## config.mk

```make
export PLATFORM = sky130hd
export DESIGN_NAME = atpg_ctrl
export DESIGN_NICKNAME = d
export VERILOG_FILES = /design/src/rtl/atpg_pkg.sv /design/src/rtl/atpg_ctrl.sv
export SDC_FILE = /design/constraint.sdc
export NUM_CORES = 1
export LEC_CHECK = 0
export BUFFER_PORTS_ARGS = -buffer_cell sky130_fd_sc_hd__buf_4
export CAP_MARGIN = 20
export CORE_MARGIN = 2
export CORE_UTILIZATION = 32
export CTS_CLUSTER_SIZE = 30
export DETAILED_ROUTE_END_ITERATION = 16
export GPL_TIMING_DRIVEN = 0
export PLACE_DENSITY = 0.65
export REMOVE_ABC_BUFFERS = 1
export SYNTH_ARGS = -nofsm -noshare
export SYNTH_HDL_FRONTEND = slang
export SYNTH_SLANG_ARGS = --single-unit
```

## constraint.sdc

```tcl
create_clock -name clk_i -period 1.9 [get_ports clk_i]
set_clock_uncertainty 0.05 [all_clocks]
set_input_delay 0.38 -clock clk_i [delete_from_list [all_inputs] [get_ports clk_i]]
set_output_delay 0.38 -clock clk_i [all_outputs]
set_load 0.02 [all_outputs]
```

## src/rtl/atpg_pkg.sv

```systemverilog
// Package for the asymmetric triangle phase generator: constants, types, controller states.
// No dependencies.
`default_nettype none
package atpg_pkg;
  localparam int unsigned MaxPassesDef = 4;
  localparam int unsigned PhaseFracDef = 22;
  localparam int unsigned BaseRateW = 23;
  localparam int unsigned FmDepthW = 16;
  localparam int unsigned ScaleW = 24;
  localparam int unsigned FmW = 16;
  localparam int unsigned PhaseW = 24;
  localparam int unsigned CfgIdxW = 2;
  localparam int unsigned CfgDataW = 23;
  localparam logic [CfgIdxW-1:0] CfgBaseRate = 2'd0;
  localparam logic [CfgIdxW-1:0] CfgFmDepth = 2'd1;
  localparam logic [CfgIdxW-1:0] CfgLoopMode = 2'd2;
  localparam logic [BaseRateW-1:0] BaseRateRst = 23'd209715;

  typedef enum logic [2:0] {
    ST_IDLE, ST_MOVE, ST_STEP, ST_MUL, ST_DIV, ST_SAT, ST_OUT
  } atpg_state_e;

  typedef struct packed {
    logic load;      // capture input and compute initial move
    logic sat_init;  // saturate initial move
    logic step;      // apply move to position, classify
    logic mul;       // overshoot times new scale
    logic div_start;
    logic div_sat;   // saturate quotient into move
    logic finish;    // commit phase and build result
  } atpg_cmd_t;

  typedef struct packed {
    logic need_carry; // step produced a nonzero rescale request
    logic move_zero;
    logic div_done;
  } atpg_sts_t;
endpackage
`default_nettype wire

```

## src/rtl/atpg_ctrl.sv

```systemverilog
// Controller state machine of the phase generator.
// Depends on atpg_pkg.
`default_nettype none
module atpg_ctrl import atpg_pkg::*; #(
  parameter int unsigned MaxPasses = MaxPassesDef
) (
  input  wire logic      clk_i,
  input  wire logic      rst_ni,
  input  wire logic      in_valid_i,
  output logic           in_ready_o,
  input  wire logic      out_busy_i,
  input  wire atpg_sts_t sts_i,
  output atpg_cmd_t      cmd_o
);
  localparam int unsigned PassW = $clog2(MaxPasses + 1);
  atpg_state_e state_q, state_d;
  logic [PassW-1:0] pass_q, pass_d;

  always_ff @(posedge clk_i or negedge rst_ni) begin
    if (!rst_ni) begin
      state_q <= ST_IDLE;
      pass_q <= '0;
    end else begin
      state_q <= state_d;
      pass_q <= pass_d;
    end
  end

  always_comb begin
    state_d = state_q;
    pass_d = pass_q;
    cmd_o = '0;
    in_ready_o = 1'b0;
    case (state_q)
      ST_IDLE: begin
        in_ready_o = 1'b1;
        if (in_valid_i) begin
          cmd_o.load = 1'b1;
          pass_d = '0;
          state_d = ST_MOVE;
        end
      end
      ST_MOVE: begin
        cmd_o.sat_init = 1'b1;
        state_d = ST_STEP;
      end
      ST_STEP: begin
        if (sts_i.move_zero || pass_q == PassW'(MaxPasses)) begin
          state_d = ST_OUT;
        end else begin
          cmd_o.step = 1'b1;
          pass_d = pass_q + 1'b1;
          state_d = ST_MUL;
        end
      end
      ST_MUL: begin
        if (sts_i.need_carry) begin
          cmd_o.mul = 1'b1;
          state_d = ST_DIV;
        end else begin
          state_d = ST_STEP;
        end
      end
      ST_DIV: begin
        cmd_o.div_start = 1'b1;
        state_d = ST_SAT;
      end
      ST_SAT: begin
        if (sts_i.div_done) begin
          cmd_o.div_sat = 1'b1;
          state_d = ST_STEP;
        end
      end
      ST_OUT: begin
        if (!out_busy_i) begin
          cmd_o.finish = 1'b1;
          state_d = ST_IDLE;
        end
      end
      default: state_d = ST_IDLE;
    endcase
  end

  assert property (@(posedge clk_i) disable iff (!rst_ni) pass_q <= PassW'(MaxPasses))
    else $error("pass count beyond limit");
  assert property (@(posedge clk_i) disable iff (!rst_ni)
    cmd_o.finish |=> state_q == ST_IDLE)
    else $error("finish did not return to idle");
  assert property (@(posedge clk_i) disable iff (!rst_ni)
    cmd_o.load |=> state_q == ST_MOVE)
    else $error("load did not start move");
endmodule
`default_nettype wire

```

After elaboration in Yosys (flattened, before gate mapping)
Index checks and enable logic that the tools add are counted.
{"block": "word_totals", "output_inout_bits": 8, "ff_bits": 6, "elab_cells": 41, "input_bits": 7}
{"block": "op_classes", "muxes": 22, "eq_ne": 11, "addsub": 1, "reduce_logical": 5}
{"operator": "3-bit two-way mux", "count": 7}
{"operator": "3-bit case mux with 7 select lines", "count": 1}
{"operator": "1-bit two-way mux", "count": 13}
{"operator": "3-bit equality test (second input constant)", "count": 4}
{"operator": "2-bit != test (second input constant)", "count": 4}
{"operator": "3-bit by 2-bit equality test with 1-bit output (second input constant)", "count": 2}
{"operator": "3-bit case mux with 2 select lines", "count": 1}
{"operator": "3-bit AND reduction", "count": 2}
{"operator": "3-bit by 1-bit adder with 3-bit output (second input constant)", "count": 1}
{"operator": "3-bit by 1-bit equality test with 1-bit output (second input constant)", "count": 1}
{"operator": "3-bit zero test", "count": 1}
{"operator": "2-bit nonzero test", "count": 1}
{"operator": "1-bit logical OR", "count": 1}

Depth between registers and ports, before layout
Gate-level depths: netlist of run 1.
{"block": "logic_depth", "word_depth": 4, "ltp_mapped": 5, "ltp_nobuf": 5}

Least setup slack after synthesis of run 1
OpenSTA, ideal clock, no wires.
{"block": "synth_path", "kind": "reg-to-output", "from": "reg pass_q[0]", "to": "out cmd_o[4] (netlist bit)", "path_buffers": 0, "t_required_ps": 1470, "arrival_ps": 1316, "slack_ps": 154, "path_stages_with_launch": 6, "cell_sequence": "dfrtp_1 -> inv_1 -> ha_1 -> a21o_1 -> or3_4 -> inv_1"}
{"element": "from (decl)", "line_no": "atpg_ctrl.sv:17", "rtl": "logic [PassW-1:0] pass_q, pass_d;"}
{"element": "from (signal assigned)", "line_no": "atpg_ctrl.sv:25", "rtl": "pass_q <= pass_d;"}
{"element": "to (decl)", "line_no": "atpg_ctrl.sv:13", "rtl": "output atpg_cmd_t cmd_o"}

==> results.md, run 1 <==
Detailed routing:
- The final routed DRC violation total is 0.
- The total wirelength of the detailed-routed design is 1021 um.
- The number of design-rule violations left by the first detailed-router iteration is 4.
- The number of routed nets with antenna violations is 0.
- The per-cell via count in the routed design is 4.778.
- The first-pass iteration count of the detailed router is 4.
- After detailed routing, the average wire length per cell comes to 11.34 um.
- The overall via count from detail_route is 430.

Setup path:
- For the worst setup path, the data required time is 1.47 ns.
- The worst setup path is launched from a flip-flop.
- The highest fanout seen on the critical path is 2.
- STA classifies the critical path endpoint as an output port.
- Setup slack on the worst reg-to-reg path comes out at 0.22 ns.
- The worst register-to-register path begins at pass_q[1].
- The path depth of the worst reg2reg path is 6.
- The worst path arrival time is 1.48 ns.
- In this run the critical register-to-register path is captured at pass_q[1].
- The category of the critical setup timing path is reg2out.

CTS:
- The number of levels in the clock H-tree is 1.
- The CTS tree is built.
- The longest clock path from root to sink contains 2 buffers.
- The worst-skew pair later-pin latency is 0.25 ns.
- The tree built by TritonCTS fans out to 6 sinks.
- Buffers inserted during clock tree synthesis total 3.
- The clock-pin slew of the registers on the worst-case setup and hold paths is 0.05 ns.
- The buffer cell driving the clock tree root is clkbuf_4.

Synth:
- During synthesis, Yosys emitted a total of 0 warnings.
- The post-synthesis average cell area is 8.390 um^2.
- After synthesis the netlist holds a flip-flop and latch count of 6.
- The area share of xor/xnor cells in the synthesized design is 0%.
- In this run the cell area of the synthesized design comes to 427.9 um^2.
- The synthesized netlist devotes 26.61% of its cell area to simple gates.
- The post-synthesis compound-gate area fraction is 13.74%.
- In the synthesized netlist, mux cells make up 8.187% of the area.
- By area, the combinational part of the netlist is dominated by simple AND/OR/NAND/NOR gates.
- Summing the areas of all fa, ha and maj instances in the mapped netlist gives 5.848% of the synthesized area.
- The share of synthesized area in the top cell type comes to 35.09%.
- Yosys mapped the design onto 20 distinct sky130hd cell types.
- After synthesis, flip-flops and latches occupy 35.09% of the total area.
- Sorting the synthesized cells by area gives the leading types as dfrtp_1, inv_1, ha_1.
- Synthesis produced a netlist whose cell count is 51.
- The dominant cell type by area after synthesis is dfrtp_1.

Timing:
- Measured against its own limit, the worst slew margin works out to 83.93%.
- The smallest hold slack is 0.3775 ns.
- The final max-slew violation count is 0.
- Setup repair after global routing could not meet its margin everywhere.
- The final-report hold violation count is 0.
- Setup violations remaining at the end of the flow were counted as 1.
- The transition time at the pin with the least slew margin is 0.2392 ns.
- The final cycle utilization of the critical path is 100.7%.
- For the finished layout, the period the worst path requires is 1.914 ns.
- The post-route worst setup slack is -0.01388 ns.
- Timing would allow up to 522.5 MHz.

Finish:
- The final cell count without fillers is 90.
- The share of cells above drive strength 1 is 48.00%.
- The number of nets in the finished design is 86.
- Leaving out fill and tap cells, the most frequent cell in the layout is buf_4.
- The repair_antennas step left the layout with diodes totalling 0.
- The area growth from synthesis to layout is 51.17%.
- The library cells used most frequently in the layout, excluding fill and tap cells, are buf_4, inv_1, nand2_1, nor3_1.
- The post-route core utilization is 50.99%.

Die:
- The number of standard-cell rows in the floorplan is 13.
- Measured along the x axis, the die boundary spans 40.57 um.
- The vertical extent of the die is 40.57 um.
- The standard cell core area is 0.001269 mm^2.
- The die covers 0.001646 mm^2.
- 15 I/O pins were placed.
- The initial utilization of the core area, before any placement, comes to 33.73%.

Min path:
- For hold timing, the worst endpoint is state_q[2].
- The tightest min-delay check is of the in2reg type.
- The worst hold path cell count is 3.
- The critical hold path startpoint is out_busy_i.

Placed design:
- The pre-CTS setup slack is 0.03004 ns.
- At the end of routability-driven placement, the weighted congestion stood at 0.7244.
- Summed over all nets, the half-perimeter wirelength after detailed placement is 700.6 um.
- The count of placed standard cells including taps is 77.
- The count of input and output buffers is 14.

Power:
- The worst ir drop on vdd is 0.0005264 V.
- The analysis attributes to cell leakage a power of 0.3398 nW.
- The power density normalized to cell area is 1473 mW/mm^2.

Global routing:
- Across every metal layer, demand over resource in global routing totals 15.85%.
- The via count of the first global-routing pass is 372.
- The first global-routing pass estimated 1593 um of wire.
- After global routing the overflow that remains totals 0.
- The initial antenna violation count came to 0.
- The largest net degree at the start of global routing is 12.

Outcome:
- The flow ran to the end, but the final reports show violations.
- The checks that failed: setup timing.

Run:
- The max capacitance violation total is 0.
## power by group
part | internal [mW] | total (mW) | switching [mW]
Combinational | 0.292 | 0.574 | 0.281
Sequential | 0.191 | 0.257 | 0.0660
Clock | 0.0717 | 0.122 | 0.0500
Total | 0.555 | 0.953 | 0.397
## state kept, by name (all words and copies together) (netlist names)
| register | flops |
|---|---|
| pass_q | 3 |
| state_q | 3 |
## cell type report
cell class              instances  area, um^2
fillers                       139       621.8
multi-input cells              35       239.0
repair buffers                 24       186.4
flip-flops and latches          6       153.9
inverters                       7       26.28
clock buffers                   3       22.52
well taps                      15       18.77
## synth_stat cells, drive strengths merged
library cell,count
a21o,1
a21oi,3
buf,1
clkbuf,2
dfrtp,6
ha,2
inv,7
mux2,1
mux2i,2
nand2,5
nand2b,4
nand3,1
nor2,2
nor3,5
o2111ai,1
o21a,1
o21ai,4
or3,1
or4,1
or4b,1
## stage by stage
| step | area, um^2 | total power [mW] | setup TNS (ns) |
|---|---|---|---|
| 2_1_floorplan | 409.1 | 0.5411 | 0 |
| 3_3_place_gp | 533.0 | 0.6885 | 0 |
| 3_5_place_dp | 533.0 | 0.6970 | 0 |
| 4_1_cts | 635.6 | 0.9424 | -0.01931 |
| 5_1_grt | 646.9 | 1.045 | -0.08722 |
| 6_report | 646.9 | 0.9526 | -0.01388 |
## worst max path at each step
stage | to | cells past startpoint | from | slack, ns
after CTS | cmd_o[4] | 6 | pass_q[1] | -0.02
after floorplan | cmd_o[4] | 5 | pass_q[0] | 0.15
final | cmd_o[4] | 6 | pass_q[1] | -0.01
after global routing | cmd_o[4] | 6 | pass_q[1] | -0.08
after detailed placement | cmd_o[4] | 6 | pass_q[0] | 0.03
after global placement | cmd_o[4] | 6 | pass_q[0] | 0.04
## worst max-delay path, cell delays in order, from the launching register on
cell and delay [ns]:
dfrtp_1 0.35, inv_2 0.05, ha_2 0.17, a21o_1 0.16, or3_4 0.34, inv_2 0.06, buf_6 0.10
## cells by family (layout without fill, tap and decap cells)
group	Yosys count	in the layout
multiplexers	3	3
flip-flops	6	6
buffers and inverters	10	34
adder cells (fa/ha/maj)	2	2
AO/OA/AOI/OAI	10	10
AND/OR/NAND/NOR	20	20
## metal layers
metal	vias to the layer above	track usage [%]	wire length, um	part of all wire [%]
met5	-	0	0	0
met4	0	12.50	38	3.7
met3	5	3.333	71	7.0
met2	16	27.38	486	48
met1	188	16.28	425	42
li1	221	-	-	-
## what timing repair did
item / 4_1_cts / 5_1_grt
hold buffers: 1 / 0
gates resized for setup: 7 / 1
hold endpoints to repair: 6 / 0
pin swaps: 3 / 0
setup buffers: 8 / 1
setup endpoints to repair: 2 / 2
(Power assumes the default switching activity.)
==> run 2: changes to the inputs <==
--- a/config.mk
+++ b/config.mk
@@ -12,7 +12,7 @@
 export CTS_CLUSTER_SIZE = 30
 export DETAILED_ROUTE_END_ITERATION = 16
 export GPL_TIMING_DRIVEN = 0
-export PLACE_DENSITY = 0.65
+export PLACE_DENSITY = 0.67
 export REMOVE_ABC_BUFFERS = 1
 export SYNTH_ARGS = -nofsm -noshare
 export SYNTH_HDL_FRONTEND = slang
==> constraint.sdc (replaced) <==
create_clock -name clk_i -period 1.71 [get_ports clk_i]
set_clock_uncertainty 0.05 [all_clocks]
set_input_delay 0.342 -clock clk_i [delete_from_list [all_inputs] [get_ports clk_i]]
set_output_delay 0.342 -clock clk_i [all_outputs]
set_load 0.02 [all_outputs]
==> results.md, run 2 (synthesis results as in run 1) <==
Detailed routing:
- The overall via count from detail_route is 416.
- The detailed-route wire length per cell is 10.62 um.
- Before antenna repair, the detailed router went through 4 iterations.
- The number of routed nets with antenna violations is 0.
- The highest metal layer with signal wires is met3.
- Wire segments on met3 add up to 54 um in the final route.
- The total wirelength of the detailed-routed design is 945 um.
- The number of design-rule violations left by the first detailed-router iteration is 6.
- After detailed routing, the number of remaining DRC violations is 0.
- After detailed routing, the met2 layer carries 453 um of wire.
- The length of routed wiring on met1 is 437 um.
- The per-cell via count in the routed design is 4.674.

Min path:
- The critical hold path startpoint is out_busy_i.
- The sink of the worst hold path is state_q[2].
- The path class of the tightest hold or removal check is in2reg.
- The worst hold path passes through 3 cells.

Placed design:
- The final weighted congestion in routability-driven placement is 0.7379.
- OpenSTA, run right after detailed placement, puts the worst setup slack at -0.1037 ns.
- Detailed placement ended at an HPWL of 643.2 um.
- The count of input and output buffers is 14.

Global routing:
- The initial antenna violation count is 0.
- The global-route congestion overflow total is 0.
- Entering global routing, the biggest net connects 12 pins.
- The via count of the first global-routing pass was 358.
- The global-route wire length before repair is 1455 um.
- The global router's overall resource usage is 13.57%.

Timing:
- The normalized max-slew margin is 79.90%.
- Static timing analysis puts the maximum clock frequency at 531.8 MHz.
- Setup slack on the critical path of the routed design comes to -0.1704 ns.
- The final-report hold violation count is 0.
- The final max-slew violation count is 0.
- Of the available clock period, the critical path in the final layout requires 110.0%.
- The transition time at the pin with the least slew margin is 0.2992 ns.
- The final critical-path required period is 1.880 ns.
- The count of endpoints failing setup in the final report is 2.
- Setup repair after global routing could not meet its margin everywhere.

Setup path:
- Data on the critical path arrives at its endpoint at 1.49 ns.
- Tracing the worst setup path back leads to its startpoint at pass_q[1].
- STA classifies the critical path endpoint as an output port.
- The critical path is of the reg2out type.
- The path depth of the worst reg2reg path is 6.
- STA classifies the critical path startpoint as a flip-flop.
- The reg-to-reg critical path endpoint is pass_q[1].
- The required time of the critical path is 1.32 ns.
- In this run the critical register-to-register path is launched from pass_q[1].
- The register-to-register setup slack is 0.02 ns.
- Of all nets on the critical path, the largest fanout is 2.

CTS:
- The number of sinks handled by clock tree synthesis is 6.
- The CTS tree is built.
- CTS built an H-tree with a depth of 1.
- The clock passes through at most 2 buffers.
- The buffer cell driving the clock tree root is clkbuf_4.
- The clock-pin slew of the registers on the worst-case setup and hold paths is 0.05 ns.
- The worst-skew pair later-pin latency is 0.24 ns.
- Clock tree synthesis inserted a total of 3 buffers.

Run:
- The tool flagged a number of max-cap violations equal to 0.

Die:
- The floorplan step set the die height to 40.57 um.
- The number of standard-cell rows in the floorplan is 13.
- In this run the horizontal extent of the chip is 40.57 um.
- The die footprint is 0.001646 mm^2.
- Pin placement for this block handled 15 I/O pins.
- For this configuration, the core starts out at a cell density of 33.73%.
- The standard cell core area is 0.001269 mm^2.

Finish:
- The largest registers in the layout are pass_q x3, state_q x3.
- The area growth from synthesis to final layout is 52.63%.
- In the final layout, the share of cells above drive strength 1 is 50.00%.
- After the last flow step, the layout net total stands at 85.
- The number of diodes is 0.
- The top cell types in the final layout, fill and taps aside, are buf_4, nand2_1, nor3_1.
- The most common cell after layout, fill and taps aside is buf_4.
- The post-route core utilization is 51.48%.

Power:
- Power spread over the standard cell area amounts to 1637 mW/mm^2.
- IR analysis of the VDD net gives a maximum drop of 0.0005953 V.
- In this run the static leakage power is 0.3355 nW.

Outcome:
- The final reports fail on setup timing.
- The run finished, with violations left.
## run 2: what timing repair did
action / 4_1_cts / 5_1_grt
resized for setup: 9 / 3
gates cloned: 0 / 0
pin swaps: 2 / 0
setup buffers: 6 / 2
hold endpoints to repair: 6 / 0
hold buffers: 1 / 0
setup endpoints to repair: 3 / 3
## run 2: final cells by class
class | count | area [um^2]
clock buffer | 3 | 22.52
timing repair buffer | 23 | 182.7
tap | 15 | 18.77
sequential | 6 | 153.9
multi-input combinational | 35 | 249.0
inverter | 7 | 26.28
fill | 124 | 615.6
## run 2: per-layer routing
metal  GRT usage, %  up-vias
met4          7.500        0
met5              0        -
met2          23.02       13
li1               -      219
met1          16.28      184
met3          1.667        0
## run 2: power breakdown
| part | total, mW | internal, mW | switching [mW] | leakage, nW |
|---|---|---|---|---|
| Sequential | 0.288 | 0.213 | 0.0754 | 0.0735 |
| Clock | 0.130 | 0.0794 | 0.0509 | 0.0138 |
| Combinational | 0.651 | 0.328 | 0.323 | 0.248 |
| Total | 1.07 | 0.620 | 0.449 | 0.336 |
## run 2: worst max path at each step
| stage | end | slack [ns] | cells past startpoint |
|---|---|---|---|
| 2_1_floorplan | cmd_o[4] | 0.002 | 5 |
| 3_3_place_gp | cmd_o[4] | -0.11 | 6 |
| 3_5_place_dp | cmd_o[4] | -0.10 | 6 |
| 4_1_cts | cmd_o[4] | -0.17 | 6 |
| 5_1_grt | cmd_o[4] | -0.22 | 6 |
| 6_report | cmd_o[4] | -0.17 | 6 |
## run 2: critical path: stages (launching register included)
cell and delay [ns]:
dfrtp_1 0.37, inv_2 0.06, ha_4 0.15, a21o_1 0.17
or3_4 0.34, inv_2 0.06, buf_6 0.10
## run 2: metrics by stage
step	cell area, um^2	setup TNS [ns]	hold WS, ns	total power [mW]	cells
global route	653.1	-0.3807	0.4108	1.173	89
floorplan	409.1	0	-0.003591	0.6012	48
finish	653.1	-0.2651	0.3583	1.069	89
global placement	533.0	-0.1199	0.1034	0.7594	77
CTS	628.1	-0.2751	0.3517	1.017	87
detailed placement	533.0	-0.1091	0.1045	0.7671	77
==> run 3: changes to the inputs <==
--- a/config.mk
+++ b/config.mk
@@ -7,12 +7,12 @@
 export LEC_CHECK = 0
 export BUFFER_PORTS_ARGS = -buffer_cell sky130_fd_sc_hd__buf_4
 export CAP_MARGIN = 20
-export CORE_MARGIN = 2
-export CORE_UTILIZATION = 32
+export CORE_AREA = 2 2 39 41
 export CTS_CLUSTER_SIZE = 30
 export DETAILED_ROUTE_END_ITERATION = 16
+export DIE_AREA = 0 0 41 43
 export GPL_TIMING_DRIVEN = 0
-export PLACE_DENSITY = 0.67
+export PLACE_DENSITY = 0.68
 export REMOVE_ABC_BUFFERS = 1
 export SYNTH_ARGS = -nofsm -noshare
 export SYNTH_HDL_FRONTEND = slang
==> results.md, run 3 (synthesis results as in run 1) <==
Timing:
- Setup repair after global routing could not meet its margin everywhere.
- Setup violations remaining at the end of the flow were counted as 4.
- The post-route worst setup slack is -0.1948 ns.
- The highest attainable clock frequency is 525.0 MHz.
- Measured against its own limit, the worst slew margin works out to 90.31%.
- The final-report hold violation count is 0.
- In the finished design, the share of the clock period the worst path needs comes to 111.4%.
- The smallest clock period supported by the final layout is computed as 1.905 ns.
- The final max-slew violation count came to 0.
- The sum of negative setup slack is -0.3770 ns.
- The transition time at the pin with the least slew margin is 0.1413 ns.

Setup path:
- The critical path goes through inv_2 > ha_2 > a21o_1 > or3_4 > inv_2 > buf_6.
- The highest fanout seen on the critical path is 2.
- The capture point of the worst path is cmd_o[4].
- The first element of the critical path is pass_q[1].
- The worst path arrival time is 1.51 ns.
- The largest single stage delay on the critical path is 0.37 ns.
- The highest-delay cell along the critical path is dfrtp_1.
- The category of the critical setup timing path is reg2out.
- The worst register-to-register path begins at pass_q[1].
- The number of cells on the critical path is 6.
- The required time of the critical path is 1.32 ns.
- The critical path launch point type is a flip-flop.
- The register-to-register setup slack is -0.10 ns.
- In this run the critical register-to-register path is captured at pass_q[1].
- The cell that appears most often on the critical path is inv_2.
- Together, buffers and inverters on the worst path number 3.
- The dominant delay contributor by cell family on the critical path is flip-flops.
- The worst setup path is captured at an output port.
- The path depth of the worst reg2reg path is 7.

Detailed routing:
- For this run, design rule violations remaining after detail routing come to 0.
- The wire length on met2 is 614 um.
- Dividing the detail-routed via count by the number of cells gives 4.670.
- The detailed-route wire length per cell is 12.48 um.
- The number of routed nets with antenna violations is 0.
- The highest metal layer with signal wires is met3.
- The detailed-routed wire length on met3 is 76 um.
- The final layout contains routed wiring with a total length of 1211 um.
- For this run, the detailed router's first-pass iteration total came to 1.
- In the final routing, the length of wire on met1 measures 520 um.
- Detailed routing inserted a total of 453 vias.
- The number of design-rule violations left by the first detailed-router iteration is 0.

Finish:
- The multi-input combinational cells in the finished layout cover a total of 259.0 um^2.
- In the final layout, the registers with the most flip-flops are pass_q x3, state_q x3.
- Summing all flip-flop and latch instances after layout gives 153.9 um^2.
- Leaving out fill and tap cells, the most frequent cell in the layout is buf_4.
- The number of nets in the finished design is 92.
- The number of diodes is 0.
- The area growth from synthesis to final layout is 68.42%.
- The total of fill cells in the finished design is 145.
- In the layout the commonest cells are buf_4, nand2_1.
- Of the cells placed in the final design, the portion with a size suffix greater than 1 is 58.02%.

Power:
- The clock network is responsible for 11.1% of the overall power.
- The proportion of power drawn by combinational gates is 66.3%.
- The sequential share of power is 22.5%.
- For this design the total switching power over the nets is 503.0 uW.
- The design draws 1.212 mW.
- For this design the ratio of total power to cell area is 1681 mW/mm^2.
- The design internal power is 708.8 uW.
- Of the total power, the share spent switching nets is 41.51%.
- The standby leakage power is 0.3713 nW.
- The worst ir drop on vdd is 0.0005914 V.

Global routing:
- The largest net degree at the start of global routing is 12.
- In the global route stage, overall resource usage came out at 14.99%.
- The first global-routing pass estimated 1759 um of wire.
- Summed over all layers, the global routing overflow is 0.
- The via count of the first global-routing pass was 418.
- The initial antenna violation count is 0.

Placed design:
- The post-DP HPWL is 674.5 um.
- OpenSTA, run right after detailed placement, puts the worst setup slack at -0.1330 ns.
- At the end of routability-driven placement, the weighted congestion stood at 0.7304.
- Port buffering added 14 buffers.

Die:
- In this run the horizontal extent of the chip is 41 um.
- The total area inside the core boundary comes to 0.001384 mm^2.
- The die covers 0.001763 mm^2.
- The number of ports placed on the die boundary is 15.
- The vertical extent of the die is 43 um.
- Row generation in the floorplan step produced 14 rows.
- The initial utilization of the core area, before any placement, comes to 30.92%.

CTS:
- The deepest clock path buffer count is 2.
- CTS built an H-tree with a depth of 1.
- The CTS tree is built.
- The clock-pin slew of the registers on the worst-case setup and hold paths is 0.05 ns.
- The worst-skew pair later-pin latency is 0.25 ns.
- Counting every sink on the clock net gives 6.
- The number of CTS-inserted buffers is 3.
- The tree is rooted in a clkbuf_4.

Min path:
- The worst hold path cell count is 3.
- The path type of the worst min-delay path is in2reg.

Run:
- The max capacitance violation total is 0.

Outcome:
- The flow ran to the end, but the final reports show violations.
- The checks that failed: setup timing.
==> run 3: stage by stage <==
stage,cells,hold slack [ns],util [%],cell area (um^2)
6_report,97,0.3602,52.08,720.7
5_1_grt,97,0.3971,52.08,720.7
4_1_cts,91,0.3527,47.11,651.9
3_5_place_dp,78,0.1050,38.61,534.3
3_3_place_gp,78,0.1033,38.61,534.3
2_1_floorplan,48,-0.003591,-,409.1
==> run 3: worst reg2reg max path: cells and delay by family (launching register included) <==
kind	cells	cell delay, ns
AO/OA/AOI/OAI	1	0.17
adder cells (fa/ha/maj)	1	0.17
buffers and inverters	3	0.32
flip-flops	1	0.37
multiplexers	1	0.28
AND/OR/NAND/NOR	1	0.34
==> run 3: routing by layer <==
layer | vias up | track usage, %
li1 | 233 | -
met3 | 0 | 3.141
met4 | 0 | 8.000
met5 | - | 0
met2 | 16 | 23.75
met1 | 204 | 17.80
==> run 3: layout make-up <==
cell class              instances  area share, %
multi-input cells              35          35.94
repair buffers                 30          33.16
flip-flops and latches          6          21.35
inverters                       7          3.646
clock buffers                   3          3.125
well taps                      16          2.778
==> run 3: power groups by stage <==
stage / clock network (mW) / registers [mW] / logic (mW)
CTS: 0.139 / 0.282 / 0.652
floorplan: 0 / 0.293 / 0.308
finish: 0.135 / 0.273 / 0.804
detailed placement: 0 / 0.326 / 0.443
global placement: 0 / 0.325 / 0.434
global route: 0.150 / 0.277 / 0.876
==> run 3: worst min path at each step <==
stage | from | endpoint | slack, ns
global route | out_busy_i | state_q[2] | 0.40
CTS | out_busy_i | state_q[2] | 0.35
detailed placement | rst_ni | pass_q[2] | 0.10
global placement | rst_ni | pass_q[0] | 0.10
finish | out_busy_i | state_q[2] | 0.36
floorplan | rst_ni | pass_q[0] | -0.004
==> run 3: timing repair <==
item,CTS,global route
hold buffers,1,0
endpoints found under the hold margin,6,0
pin swaps,3,4
endpoints found under the setup margin,3,4
buffers inserted,9,7
resized for setup,10,5
gates cloned,0,0
